**src/mpq_pkg.sv**
```systemverilog
// ----------------------------------------------------------------------------
// mpq_pkg: shared definitions of the multilevel priority ready queue
// operation kinds, status codes, field widths and level table controls
// ----------------------------------------------------------------------------
`default_nettype none

package mpq_pkg;

	// defaults of the top level parameters
	localparam int NUM_SLOTS_DEF  = 64;
	localparam int NUM_LEVELS_DEF = 10;

	// widths of the stream fields
	localparam int KIND_FW   = 2;
	localparam int SLOT_FW   = 6;
	localparam int PRIO_FW   = 4;
	localparam int STATUS_FW = 2;
	localparam int TDATA_W   = 16;
	localparam int PAD_W     = TDATA_W - SLOT_FW - PRIO_FW;

	typedef enum logic [KIND_FW-1:0] {
		KIND_ENQ = 2'd0,
		KIND_DEQ = 2'd1,
		KIND_SET = 2'd2,
		KIND_GET = 2'd3
	} kind_t;

	typedef enum logic [STATUS_FW-1:0] {
		ST_OK       = 2'd0,
		ST_EMPTY    = 2'd1,
		ST_QUEUED   = 2'd2,
		ST_BAD_PRIO = 2'd3
	} status_t;

	// write strobes into the head/tail table
	typedef struct packed {
		logic head_we;
		logic tail_we;
	} lvl_wr_t;

endpackage

`default_nettype wire

```
**src/multilevel_priority_ready_queue.sv**
```systemverilog
// a dequeue with all queues empty goes from S_PREP straight to S_DONE; get, other dequeues,
// rejected items and a set of an unqueued slot decide in S_INFO; enqueue adds S_APPEND, and
// S_LINK if its level was busy; a set that moves a queued slot first walks its old list
// entry by entry in S_WALK; one item at a time, the next transfer the cycle after
// the result is loaded into the output register, which may still be waiting
// the walk of the old level's link list through the link ram sets the set time
// after reset the slot table is cleared with s_tready low
// ----------------------------------------------------------------------------
// multilevel_priority_ready_queue: fifo ready queues on NUM_LEVELS levels
// the lists run through a link ram, per-slot level and queued flag sit in a
// second ram, head and tail pointers per level sit in registers
// ----------------------------------------------------------------------------
`default_nettype none

module multilevel_priority_ready_queue #(
	parameter int NUM_SLOTS  = mpq_pkg::NUM_SLOTS_DEF,
	parameter int NUM_LEVELS = mpq_pkg::NUM_LEVELS_DEF
) (
	input  wire logic                           clk,
	input  wire logic                           arst_n,
	input  wire logic                           s_tvalid,
	output logic                                s_tready,
	input  wire logic [mpq_pkg::TDATA_W-1:0]    s_tdata,  // entry_slot, new_priority, pad
	input  wire logic [mpq_pkg::KIND_FW-1:0]    s_tuser,  // kind
	output logic                                m_tvalid,
	input  wire logic                           m_tready,
	output logic      [mpq_pkg::TDATA_W-1:0]    m_tdata,  // chosen_slot, entry_priority, pad
	output logic      [mpq_pkg::STATUS_FW-1:0]  m_tuser   // status
);

	import mpq_pkg::*;

	localparam int SW     = $clog2(NUM_SLOTS);
	localparam int LW     = $clog2(NUM_LEVELS);
	localparam int LINK_W = SW + 1;
	localparam int INFO_W = LW + 1;
	localparam logic [LINK_W-1:0] LINK_NULL = {1'b1, {SW{1'b0}}};
	// slot numbers at or above this are folded back into the table
	localparam logic [SLOT_FW:0] SLOTS_CMP =
		(SLOT_FW+1)'((NUM_SLOTS > (1 << SLOT_FW)) ? (1 << SLOT_FW) : NUM_SLOTS);
	localparam logic [PRIO_FW:0] LEVELS_CMP = (PRIO_FW+1)'(NUM_LEVELS);

	typedef enum logic [2:0] {
		S_CLEAR,   // sweep the slot table after reset
		S_IDLE,    // wait for an input transfer
		S_PREP,    // fold the slot number, issue the slot table read
		S_INFO,    // slot table data back, decide
		S_WALK,    // follow the old level's list to the slot
		S_APPEND,  // terminate the slot's link, fill an empty level
		S_LINK,    // hook the slot behind the old tail
		S_DONE     // hand the result to the output register
	} state_t;

	// control and working registers
	state_t            state_q;
	logic [SW-1:0]     clr_cnt_q;
	kind_t             kind_q;
	logic [SLOT_FW-1:0] slot_q;
	logic [PRIO_FW-1:0] prio_q;
	logic [LW-1:0]     lvl_q;
	logic [LINK_W-1:0] cur_q;
	logic [LINK_W-1:0] prev_q;
	logic [SLOT_FW-1:0] res_slot_q;
	logic [PRIO_FW-1:0] res_lvl_q;
	status_t           res_status_q;
	logic              m_tvalid_q;
	logic [TDATA_W-1:0] m_tdata_q;
	status_t           m_tuser_q;

	// slot table ram: queued flag on top, level below
	logic              info_we;
	logic [SW-1:0]     info_waddr;
	logic [INFO_W-1:0] info_wdata;
	logic [SW-1:0]     info_raddr;
	logic [INFO_W-1:0] info_rdata;
	logic [LW-1:0]     info_lvl;
	logic              info_queued;

	// link ram
	logic              link_we;
	logic [SW-1:0]     link_waddr;
	logic [LINK_W-1:0] link_wdata;
	logic [SW-1:0]     link_raddr;
	logic [LINK_W-1:0] link_rdata;

	// head/tail table
	logic [LW-1:0]     lvl_sel;
	lvl_wr_t           lvl_wr;
	logic [LINK_W-1:0] head_d;
	logic [LINK_W-1:0] tail_d;
	logic [LINK_W-1:0] head_sel;
	logic [LINK_W-1:0] tail_sel;
	logic [LW-1:0]     lvl_found;
	logic              lvl_any;

	logic [SW-1:0]     idx;
	logic [LINK_W-1:0] slot_link;
	logic              prio_bad;
	logic              walk_hit;
	logic              out_load;

	assign idx         = SW'(slot_q);
	assign slot_link   = {1'b0, idx};
	assign prio_bad    = {1'b0, prio_q} >= LEVELS_CMP;
	assign info_lvl    = info_rdata[LW-1:0];
	assign info_queued = info_rdata[LW];
	assign walk_hit    = (cur_q == slot_link);
	// result ready and output register free or emptied by this transfer
	assign out_load    = (state_q == S_DONE) && (!m_tvalid_q || m_tready);

	mpq_ram #(
		.WIDTH (INFO_W),
		.DEPTH (NUM_SLOTS)
	) u_info_ram (
		.clk   (clk),
		.we    (info_we),
		.waddr (info_waddr),
		.wdata (info_wdata),
		.raddr (info_raddr),
		.rdata (info_rdata)
	);

	mpq_ram #(
		.WIDTH (LINK_W),
		.DEPTH (NUM_SLOTS)
	) u_link_ram (
		.clk   (clk),
		.we    (link_we),
		.waddr (link_waddr),
		.wdata (link_wdata),
		.raddr (link_raddr),
		.rdata (link_rdata)
	);

	mpq_levels #(
		.NUM_SLOTS  (NUM_SLOTS),
		.NUM_LEVELS (NUM_LEVELS)
	) u_levels (
		.clk      (clk),
		.arst_n   (arst_n),
		.sel      (lvl_sel),
		.wr       (lvl_wr),
		.head_d   (head_d),
		.tail_d   (tail_d),
		.head_sel (head_sel),
		.tail_sel (tail_sel),
		.found    (lvl_found),
		.any      (lvl_any)
	);

	// memory and level table accesses of each step
	always_comb begin
		info_we    = 1'b0;
		info_waddr = idx;
		info_wdata = '0;
		info_raddr = idx;
		link_we    = 1'b0;
		link_waddr = idx;
		link_wdata = LINK_NULL;
		link_raddr = idx;
		lvl_sel    = lvl_q;
		lvl_wr     = '0;
		head_d     = slot_link;
		tail_d     = slot_link;
		unique case (state_q)
			S_CLEAR: begin
				info_we    = 1'b1;
				info_waddr = clr_cnt_q;
			end
			S_PREP: begin
				// dequeue reads the entry at the head of the first busy level
				if (kind_q == KIND_DEQ) begin
					lvl_sel    = lvl_found;
					info_raddr = head_sel[SW-1:0];
					link_raddr = head_sel[SW-1:0];
				end
			end
			S_INFO: begin
				unique case (kind_q)
					KIND_ENQ: begin
						if (!prio_bad && !info_queued) begin
							info_we    = 1'b1;
							info_wdata = {1'b1, LW'(prio_q)};
						end
					end
					KIND_DEQ: begin
						// pop the head, the level empties when its successor is null
						info_we       = 1'b1;
						info_waddr    = cur_q[SW-1:0];
						info_wdata    = {1'b0, info_lvl};
						link_we       = 1'b1;
						link_waddr    = cur_q[SW-1:0];
						lvl_wr.head_we = 1'b1;
						head_d        = link_rdata;
						lvl_wr.tail_we = link_rdata[SW];
						tail_d        = LINK_NULL;
					end
					KIND_SET: begin
						if (!prio_bad) begin
							if (info_queued) begin
								// start the walk at the old level's head
								lvl_sel    = info_lvl;
								link_raddr = head_sel[SW-1:0];
							end else begin
								info_we    = 1'b1;
								info_wdata = {1'b0, LW'(prio_q)};
							end
						end
					end
					KIND_GET: begin
					end
				endcase
			end
			S_WALK: begin
				link_raddr = link_rdata[SW-1:0];
				if (walk_hit) begin
					// bridge around the slot
					if (!prev_q[SW]) begin
						link_we    = 1'b1;
						link_waddr = prev_q[SW-1:0];
						link_wdata = link_rdata;
					end else begin
						lvl_wr.head_we = 1'b1;
						head_d         = link_rdata;
					end
					if (tail_sel == cur_q) begin
						lvl_wr.tail_we = 1'b1;
						tail_d         = prev_q;
					end
					info_we    = 1'b1;
					info_wdata = {1'b1, LW'(prio_q)};
				end else if (cur_q[SW]) begin
					info_we    = 1'b1;
					info_wdata = {1'b1, LW'(prio_q)};
				end
			end
			S_APPEND: begin
				link_we = 1'b1;
				if (tail_sel[SW]) begin
					lvl_wr.head_we = 1'b1;
					lvl_wr.tail_we = 1'b1;
				end
			end
			S_LINK: begin
				link_we        = 1'b1;
				link_waddr     = tail_sel[SW-1:0];
				link_wdata     = slot_link;
				lvl_wr.tail_we = 1'b1;
			end
			S_IDLE, S_DONE: begin
			end
		endcase
	end

	// sequencer, working registers and output register
	always_ff @(posedge clk or negedge arst_n) begin
		if (!arst_n) begin
			state_q      <= S_CLEAR;
			clr_cnt_q    <= '0;
			kind_q       <= KIND_ENQ;
			slot_q       <= '0;
			prio_q       <= '0;
			lvl_q        <= '0;
			cur_q        <= LINK_NULL;
			prev_q       <= LINK_NULL;
			res_slot_q   <= '0;
			res_lvl_q    <= '0;
			res_status_q <= ST_OK;
			m_tvalid_q   <= 1'b0;
			m_tdata_q    <= '0;
			m_tuser_q    <= ST_OK;
		end else begin
			if (out_load) begin
				m_tvalid_q <= 1'b1;
				m_tdata_q  <= {{PAD_W{1'b0}}, res_lvl_q, res_slot_q};
				m_tuser_q  <= res_status_q;
			end else if (m_tvalid_q && m_tready) begin
				m_tvalid_q <= 1'b0;
			end
			unique case (state_q)
				S_CLEAR: begin
					clr_cnt_q <= clr_cnt_q + 1'b1;
					if (clr_cnt_q == SW'(NUM_SLOTS - 1)) begin
						state_q <= S_IDLE;
					end
				end
				S_IDLE: begin
					if (s_tvalid) begin
						kind_q  <= kind_t'(s_tuser);
						slot_q  <= s_tdata[SLOT_FW-1:0];
						prio_q  <= s_tdata[SLOT_FW +: PRIO_FW];
						state_q <= S_PREP;
					end
				end
				S_PREP: begin
					if (kind_q != KIND_DEQ && {1'b0, slot_q} >= SLOTS_CMP) begin
						slot_q <= slot_q - SLOTS_CMP[SLOT_FW-1:0];
					end else if (kind_q == KIND_DEQ && !lvl_any) begin
						res_slot_q   <= '0;
						res_lvl_q    <= '0;
						res_status_q <= ST_EMPTY;
						state_q      <= S_DONE;
					end else begin
						lvl_q   <= lvl_found;
						cur_q   <= head_sel;
						state_q <= S_INFO;
					end
				end
				S_INFO: begin
					res_slot_q <= (kind_q == KIND_DEQ) ? SLOT_FW'(cur_q[SW-1:0]) : slot_q;
					unique case (kind_q)
						KIND_ENQ: begin
							if (prio_bad) begin
								res_lvl_q    <= PRIO_FW'(info_lvl);
								res_status_q <= ST_BAD_PRIO;
								state_q      <= S_DONE;
							end else if (info_queued) begin
								res_lvl_q    <= PRIO_FW'(info_lvl);
								res_status_q <= ST_QUEUED;
								state_q      <= S_DONE;
							end else begin
								res_lvl_q    <= prio_q;
								res_status_q <= ST_OK;
								lvl_q        <= LW'(prio_q);
								state_q      <= S_APPEND;
							end
						end
						KIND_DEQ: begin
							res_lvl_q    <= PRIO_FW'(info_lvl);
							res_status_q <= ST_OK;
							state_q      <= S_DONE;
						end
						KIND_SET: begin
							if (prio_bad) begin
								res_lvl_q    <= PRIO_FW'(info_lvl);
								res_status_q <= ST_BAD_PRIO;
								state_q      <= S_DONE;
							end else if (info_queued) begin
								res_lvl_q    <= prio_q;
								res_status_q <= ST_OK;
								lvl_q        <= info_lvl;
								prev_q       <= LINK_NULL;
								cur_q        <= head_sel;
								state_q      <= S_WALK;
							end else begin
								res_lvl_q    <= prio_q;
								res_status_q <= ST_OK;
								state_q      <= S_DONE;
							end
						end
						KIND_GET: begin
							res_lvl_q    <= PRIO_FW'(info_lvl);
							res_status_q <= ST_OK;
							state_q      <= S_DONE;
						end
					endcase
				end
				S_WALK: begin
					if (walk_hit || cur_q[SW]) begin
						lvl_q   <= LW'(prio_q);
						state_q <= S_APPEND;
					end else begin
						prev_q <= cur_q;
						cur_q  <= link_rdata;
					end
				end
				S_APPEND: begin
					if (tail_sel[SW]) begin
						state_q <= S_DONE;
					end else begin
						state_q <= S_LINK;
					end
				end
				S_LINK: begin
					state_q <= S_DONE;
				end
				S_DONE: begin
					if (out_load) begin
						state_q <= S_IDLE;
					end
				end
			endcase
		end
	end

	assign s_tready = (state_q == S_IDLE);
	assign m_tvalid = m_tvalid_q;
	assign m_tdata  = m_tdata_q;
	assign m_tuser  = m_tuser_q;

endmodule

`default_nettype wire

```
**src/mpq_ram.sv**
```systemverilog
// ----------------------------------------------------------------------------
// mpq_ram: generic single-port-write, single-port-read synchronous ram
// one write and one registered read per cycle, read data from the address of the previous cycle
// ----------------------------------------------------------------------------
`default_nettype none

module mpq_ram #(
	parameter int WIDTH = 8,
	parameter int DEPTH = 64
) (
	input  wire logic                     clk,
	input  wire logic                     we,
	input  wire logic [$clog2(DEPTH)-1:0] waddr,
	input  wire logic [WIDTH-1:0]         wdata,
	input  wire logic [$clog2(DEPTH)-1:0] raddr,
	output logic      [WIDTH-1:0]         rdata
);

	logic [WIDTH-1:0] mem [DEPTH];
	logic [WIDTH-1:0] rdata_q;

	always_ff @(posedge clk) begin
		if (we) begin
			mem[waddr] <= wdata;
		end
		rdata_q <= mem[raddr];
	end

	assign rdata = rdata_q;

endmodule

`default_nettype wire

```
**src/mpq_levels.sv**
```systemverilog
// ----------------------------------------------------------------------------
// mpq_levels: head and tail pointers of every priority level
// one selected level is read and written per cycle; finds the first busy level
// ----------------------------------------------------------------------------
`default_nettype none

module mpq_levels #(
	parameter int NUM_SLOTS  = mpq_pkg::NUM_SLOTS_DEF,
	parameter int NUM_LEVELS = mpq_pkg::NUM_LEVELS_DEF
) (
	input  wire logic                            clk,
	input  wire logic                            arst_n,
	input  wire logic [$clog2(NUM_LEVELS)-1:0]   sel,
	input  wire mpq_pkg::lvl_wr_t                wr,
	input  wire logic [$clog2(NUM_SLOTS):0]      head_d,
	input  wire logic [$clog2(NUM_SLOTS):0]      tail_d,
	output logic      [$clog2(NUM_SLOTS):0]      head_sel,
	output logic      [$clog2(NUM_SLOTS):0]      tail_sel,
	output logic      [$clog2(NUM_LEVELS)-1:0]   found,
	output logic                                 any
);

	import mpq_pkg::*;

	localparam int SW     = $clog2(NUM_SLOTS);
	localparam int LW     = $clog2(NUM_LEVELS);
	localparam int LINK_W = SW + 1;
	localparam logic [LINK_W-1:0] LINK_NULL = {1'b1, {SW{1'b0}}};

	logic [LINK_W-1:0]     head_q [NUM_LEVELS];
	logic [LINK_W-1:0]     tail_q [NUM_LEVELS];
	logic [NUM_LEVELS-1:0] busy;

	always_ff @(posedge clk or negedge arst_n) begin
		if (!arst_n) begin
			for (int i = 0; i < NUM_LEVELS; i++) begin
				head_q[i] <= LINK_NULL;
				tail_q[i] <= LINK_NULL;
			end
		end else begin
			if (wr.head_we) begin
				head_q[sel] <= head_d;
			end
			if (wr.tail_we) begin
				tail_q[sel] <= tail_d;
			end
		end
	end

	assign head_sel = head_q[sel];
	assign tail_sel = tail_q[sel];

	// lowest-numbered non-empty level wins
	always_comb begin
		found = '0;
		for (int i = 0; i < NUM_LEVELS; i++) begin
			busy[i] = !head_q[i][SW];
		end
		for (int i = NUM_LEVELS - 1; i >= 0; i--) begin
			if (busy[i]) begin
				found = LW'(i);
			end
		end
	end

	assign any = |busy;

endmodule

`default_nettype wire

```
**config.mk**
```make
export PLATFORM = sky130hd
export DESIGN_NAME = multilevel_priority_ready_queue
export DESIGN_NICKNAME = d
export VERILOG_FILES = /design/src/mpq_pkg.sv /design/src/multilevel_priority_ready_queue.sv /design/src/mpq_ram.sv /design/src/mpq_levels.sv
export SDC_FILE = /design/constraint.sdc
export NUM_CORES = 1
export LEC_CHECK = 0
export BUFFER_PORTS_ARGS = -buffer_cell sky130_fd_sc_hd__buf_2
export CAP_MARGIN = 20
export CORE_UTILIZATION = 30
export CTS_CLUSTER_SIZE = 40
export DETAILED_ROUTE_END_ITERATION = 8
export HOLD_SLACK_MARGIN = 0.03
export PLACE_DENSITY_LB_ADDON = 0.12
export SYNTH_ARGS = -nofsm -noshare
export SYNTH_HDL_FRONTEND = slang
export SYNTH_SLANG_ARGS = --single-unit
```
**constraint.sdc**
```tcl
create_clock -name clk -period 5.14 [get_ports clk]
set_input_delay 0.257 -clock clk [delete_from_list [all_inputs] [get_ports clk]]
set_output_delay 0.257 -clock clk [all_outputs]
set_load 0.02 [all_outputs]
```
# [Word-level counts from Yosys, hierarchy flattened]
# Memories as Yosys holds them, arrays and structs flattened. A register that Yosys moved wholly into a read port is not among the register bits.
# Cells that the tools add are included.
[classes] mul=0 n_bitwise=1 n_eq_ne=26 order_cmp=3 n_addsub=1 n_shift=0 n_reduce_logical=36 n_mux=121 div_mod_pow=0
[ops] operator="$mux 7" count=22
[ops] operator="$bwmux 70" count=2
[ops] operator="$mux 4" count=24
[ops] operator="$bmux 7 s4" count=2
[ops] operator="$pmux 7 s2" count=4
[ops] operator="$mux 6" count=9
[ops] operator="$pmux 6 s3" count=2
[ops] operator="$demux 7 s4" count=1
[ops] operator="$pmux 3 s8" count=1
[ops] operator="$pmux 4 s2" count=3
[ops] operator="$pmux 4 s3" count=2
[ops] operator="$pmux 6 s2" count=2
[ops] operator="$mux 2" count=11
[ops] operator="$pmux 7 s3" count=1
[ops] operator="$ne 2x2->1 const B" count=9
[ops] operator="$mux 1" count=17
[ops] operator="$mux 3" count=5
[ops] operator="$mux 5" count=3
[ops] operator="$pmux 5 s3" count=1
[ops] operator="$logic_not 1->1" count=14
[ops] operator="$eq 3x3->1 const B" count=4
[ops] operator="$pmux 1 s3" count=4
[ops] operator="$reduce_and 6->1" count=2
[ops] operator="$pmux 5 s2" count=1
[ops] operator="other kinds (30)" count=42
[word_totals] romBits=0 out_inout_bits=20 memories=2 latchBits=0 ramBits=768 in_bits=22 ff_bits=204 word_cells=224
[mem_list] name="u_link_ram.mem" words=64 width=7 rd=1 rd_clocked_by_memory_dff=1 wr=1 line_no="mpq_ram.sv:19" rtl="logic [WIDTH-1:0] mem [DEPTH];"
[mem_list] name="u_info_ram.mem" words=64 width=5 rd=1 rd_clocked_by_memory_dff=1 wr=1 line_no="mpq_ram.sv:19"

# [Longest topological paths before layout]
[logic_depth] depth_word=21 mapped_depth=20 ltp_nobuf=12

# [Modules after synthesis]
# A second synthesis with hierarchy kept.
[hier_totals] cells_unflattened=2534 area_unflattened_um2=41941.5
[by_module_without_submodules] mod="mpq_ram at u_link_ram" area_per_inst_um2=17635.7 seq_area_each_um2=13593.0 instances=1 cells_per_inst=827
[by_module_without_submodules] mod="mpq_ram at u_info_ram" area_per_inst_um2=12886.1 seq_area_each_um2=9709.3 instances=1 cells_per_inst=642
[by_module_without_submodules] mod="mpq_levels" area_per_inst_um2=6737.7 seq_area_each_um2=3528.4 instances=1 cells_per_inst=498
[by_module_without_submodules] mod="multilevel_priority_ready_queue" area_per_inst_um2=4682.0 seq_area_each_um2=1604.0 instances=1 cells_per_inst=567

# [Worst setup path after synthesis]
# OpenSTA, ideal clock, no wires.
[synth_timing] path_type="reg2reg" start="reg slot_q[1], in the netlist idx[1]" end="mem u_link_ram.mem[0][6] (netlist bit), data pin" setup_ps=702 synth_period_minus_slack_ps=4562 path_buffers=2 arrival_time_ps=3861 path_stages_with_launch=9 t_required_ps=4438 slack_ps=578 cell_sequence="dfrtp_1 -> clkbuf_1 -> xor2_1 -> or4_1 -> nor4_1 -> nor2b_1 -> clkbuf_1 -> nor2b_1 -> o21ai_0"
[synth_via] elab_chain_len=3
[synth_rtl] element="start, declared" line_no="multilevel_priority_ready_queue.sv:58" rtl="logic [SLOT_FW-1:0] slot_q;"
[synth_rtl] element="start signal, assigned" line_no="multilevel_priority_ready_queue.sv:290" rtl="slot_q <= s_tdata[SLOT_FW-1:0];"
[synth_rtl] element="start signal, assigned" line_no="multilevel_priority_ready_queue.sv:297" rtl="slot_q <= slot_q - SLOTS_CMP[SLOT_FW-1:0];"
[synth_rtl] element="$eq 7x6->1" line_no="multilevel_priority_ready_queue.sv:107" rtl="assign walk_hit = (cur_q == slot_link);"
[synth_rtl] element="$mux 7" line_no="multilevel_priority_ready_queue.sv:216" rtl="if (walk_hit) begin"
[synth_rtl] element="$pmux 7 s2" line_no="multilevel_priority_ready_queue.sv:165" rtl="unique case (state_q)"
[synth_rtl] element="via link_wdata[6]" line_no="multilevel_priority_ready_queue.sv:82" rtl="logic [LINK_W-1:0] link_wdata;"
[synth_rtl] element="end, declared" line_no="mpq_ram.sv:19"
# The timed path passes the listed nets, and every way through them passes these cells.

# [Final worst setup path]
[layout_timing] start="reg u_levels.head_q[13] (netlist bit)" end="reg u_info_ram.rdata_q[0], in the netlist u_info_ram.rdata[0], read port of u_info_ram.mem"
[layout_via] elab_chain_len=17
[layout_rtl] element="start, declared" line_no="mpq_levels.sv:30" rtl="logic [LINK_W-1:0] head_q [NUM_LEVELS];"
[layout_rtl] element="start signal, assigned by index" line_no="mpq_levels.sv:37" rtl="head_q[i] <= LINK_NULL;"
[layout_rtl] element="start signal, assigned by index" line_no="mpq_levels.sv:42" rtl="head_q[sel] <= head_d;"
[layout_rtl] element="$mux 4 (9 in series)" line_no="mpq_levels.sv:60" rtl="if (busy[i]) begin"
[layout_rtl] element="$mux 4" line_no="multilevel_priority_ready_queue.sv:172" rtl="if (kind_q == KIND_DEQ) begin"
[layout_rtl] element="$pmux 4 s2" line_no="multilevel_priority_ready_queue.sv:165"
[layout_rtl] element="$not 4->5 (not written as such)" line_no="mpq_levels.sv:50" rtl="assign head_sel = head_q[sel];"
[layout_rtl] element="$bmux 7 s4" line_no="mpq_levels.sv:50"
[layout_rtl] element="$mux 7 (not written as such) (2 in series)" line_no="mpq_levels.sv:50"
[layout_rtl] element="$mux 6" line_no="multilevel_priority_ready_queue.sv:172"
[layout_rtl] element="$mux 6" line_no="multilevel_priority_ready_queue.sv:165"
[layout_rtl] element="end, declared" line_no="mpq_ram.sv:20" rtl="logic [WIDTH-1:0] rdata_q;"
# No other way between the ends. The select of a mux whose other input is x is not followed.
# A chain may end at the register's enable or synchronous reset.

==> metrics <==
DP HPWL 87.2 mm; Setup crit end kind flop; status finished, final reports clean; dpl cells 5359; most frequent cells in the layout edfxtp_1 (768), nand2_1 (628), buf_4 (259), a21oi_1 (242), nor2_1 (192); worst r2r dst u_info_ram.rdata[0]; FF-to-FF Start u_levels.head_q[13]; Routed WL 131 mm; initial antenna violation count 0; Pwr Density 681 nW/um^2; first-pass GRT wire length 193 mm; Sink Count 984; Layout Area Growth over Synthesis 19.6%; synth unique cells 99; die area 143000 sq um; routed length per instance 23.4 um; most common cell after layout, fill and taps aside edfxtp_1; 1st-iter DRT viols 2019; reg2reg path depth 16; number of synthesized register bits 984; Worst-path clk slew 60 ps; Yosys warning total 0; Nets 3636; Final period util 0.974; worst hold slack 274 ps; height of the die 378 um; CTS Buf Count 111; grt ovf 0; routability congestion estimate from global placement 0.835; vias in the first global route 28200; CTS tree yes; Synth async-reset ratio 0.207; layout cells sized above 1 0.175; drt first pass iters 7; # rows 137; critical path required time 5810 ps; post-route ant nets 0; largest net degree at the start of global routing 134; Final setup viols 0; r2r setup slk 130 ps; via/cell ratio 5.05; DR vias 28100; Setup crit start kind flop; leakage power total 18.5 nW; Seq/Total Area, Yosys 0.672; Mapped Area 42300 sq um; Final Hold Vio Count 0; Post-synth EDFFs 768; Fillers 13600; Initial Util 0.303; htree depth 3; Max FO, Critical Path 15; Clock Skews 55.3 ps; Cells after Synth 3358; VDD IR max 0.415 mV; syn_area_per_cell 12.6 sq um; drc violations 0; post-route minimum period 5010 ps; RSZ-0062 raised after global routing yes; Primary FF master, synth edfxtp_1; Max Clk Rate 200 MHz; Slew Limit Fails 0; CTS root buf clkbuf_16; CORE AREA 140000 sq um; Total Routing Usage GR 0.183; Non-Filler Instances 5579; Ports 42; # port buffers 29; max-cap violation count 0; arrival time worst endpoint 5680 ps; slew at the pin with the worst max-slew slack 1060 ps; Slew headroom 0.295; Clock Latency Late Sink 760 ps; Hold Crit Class in2async; Crit Path Class reg2reg; Die W 378 um; clock tree buffer depth 3
==> synthesized netlist by cell type (37+ instances only) <==
cell      instances  area share
dfrtp_1         182        0.11
edfxtp_1        768        0.54
nor2_1          208       0.018
nand3_1         124       0.015
mux2i_1         100       0.024
clkbuf_1        108      0.0096
buf_2            73      0.0086
o21ai_0         123       0.015
nor3_1           44      0.0052
a22oi_1          72       0.013
nand2_1         629       0.056
mux2_1           71       0.019
mux2_2           40       0.011
a21oi_1         243       0.029
nand4_1          37      0.0055
==> worst max path at each step <==
stage / cells past startpoint / from / end / slack, ps
6_report: 16 / u_levels.head_q[13] / u_info_ram.rdata[0] / 130
4_1_cts: 16 / state_q[2] / u_link_ram.mem[12][6] / 10
5_1_grt: 16 / state_q[2] / u_link_ram.mem[37][4] / -50
3_5_place_dp: 17 / state_q[2] / u_link_ram.mem[5][6] / -100
2_1_floorplan: 8 / idx[1] / u_link_ram.mem[0][6] / 580
3_3_place_gp: 17 / state_q[2] / u_link_ram.mem[5][5] / -120
==> layer usage <==
layer  wire length (um)  global-route usage
met1              61800               0.260
met2              60500               0.288
met3               5490              0.0263
met4               3040              0.0541
met5                  0                   0
==> sequential cells by signal, summed over array words and instances (netlist names), 7 cells and up <==
| signal | count |
|---|---|
| u_levels.tail_q | 70 |
| u_link_ram.mem | 448 |
| prev_q | 7 |
| u_levels.head_q | 70 |
| cur_q | 7 |
| u_info_ram.mem | 320 |
| u_link_ram.rdata | 7 |
| m_tdata | 10 |
==> per-stage QoR <==
step	util	cell area (sq um)	setup WS, ps	power, W	setup TNS [ps]
2_1_floorplan	-	42300	578	0.0192	0
3_3_place_gp	0.335	46700	-123	0.0267	-920
3_5_place_dp	0.335	46700	-102	0.0267	-878
4_1_cts	0.362	50500	10.1	0.0348	0
5_1_grt	0.362	50600	-52.8	0.0363	-274
6_report	0.362	50600	133	0.0345	0
==> report_power, final <==
part | internal (W) | total (W) | switching (W)
Combinational | 0.00574 | 0.0163 | 0.0105
Clock | 0.00450 | 0.00787 | 0.00337
Sequential | 0.00974 | 0.0103 | 0.000583
Total | 0.0200 | 0.0345 | 0.0145
==> cell type report <==
cell class | instances | area, sq um | share of cell area
Antenna cell | 1 | 2.50 | 0.0000495
Clock buffer | 140 | 2940 | 0.0580
Clock inverter | 62 | 663 | 0.0131
Inverter | 20 | 75.1 | 0.00148
Multi-Input combinational cell | 2150 | 13000 | 0.257
Sequential cell | 984 | 28400 | 0.562
Tap cell | 1876 | 2350 | 0.0464
Timing Repair Buffer | 346 | 3110 | 0.0614
==> cells by family after synthesis <==
logic type / after synthesis / share of synthesized area
compound gates: 741 / 0.116
xor+xnor: 14 / 0.00290
fa+ha+maj: 1 / 0.000296
buf+inv: 229 / 0.0246
flops: 984 / 0.672
mux: 223 / 0.0596
other cells: 1 / 0.0000886
simple gates: 1165 / 0.125
==> critical path, stage by stage (launching register included) <==
cell and delay, ps:
dfstp_2 550, nor2b_1 230, o221ai_2 160, a311o_1 460, nand3_4 200, buf_4 200, mux4_2 550, nor3_2 290
buf_12 180, o31a_1 290, buf_4 280, nand3_1 270, buf_4 300, o22ai_1 180, nor3_1 120, nor4bb_2 470
buf_4 190
==> repair_timing <==
item	4_1_cts	5_1_grt
gates cloned	0	1
hold buffers	15	0
pin swaps	0	2
endpoints found under the setup margin	29	170
setup buffers	0	1
resized for setup	5	17
hold endpoints to repair	130	0
Note: power is estimated with default switching activity, not from simulation.
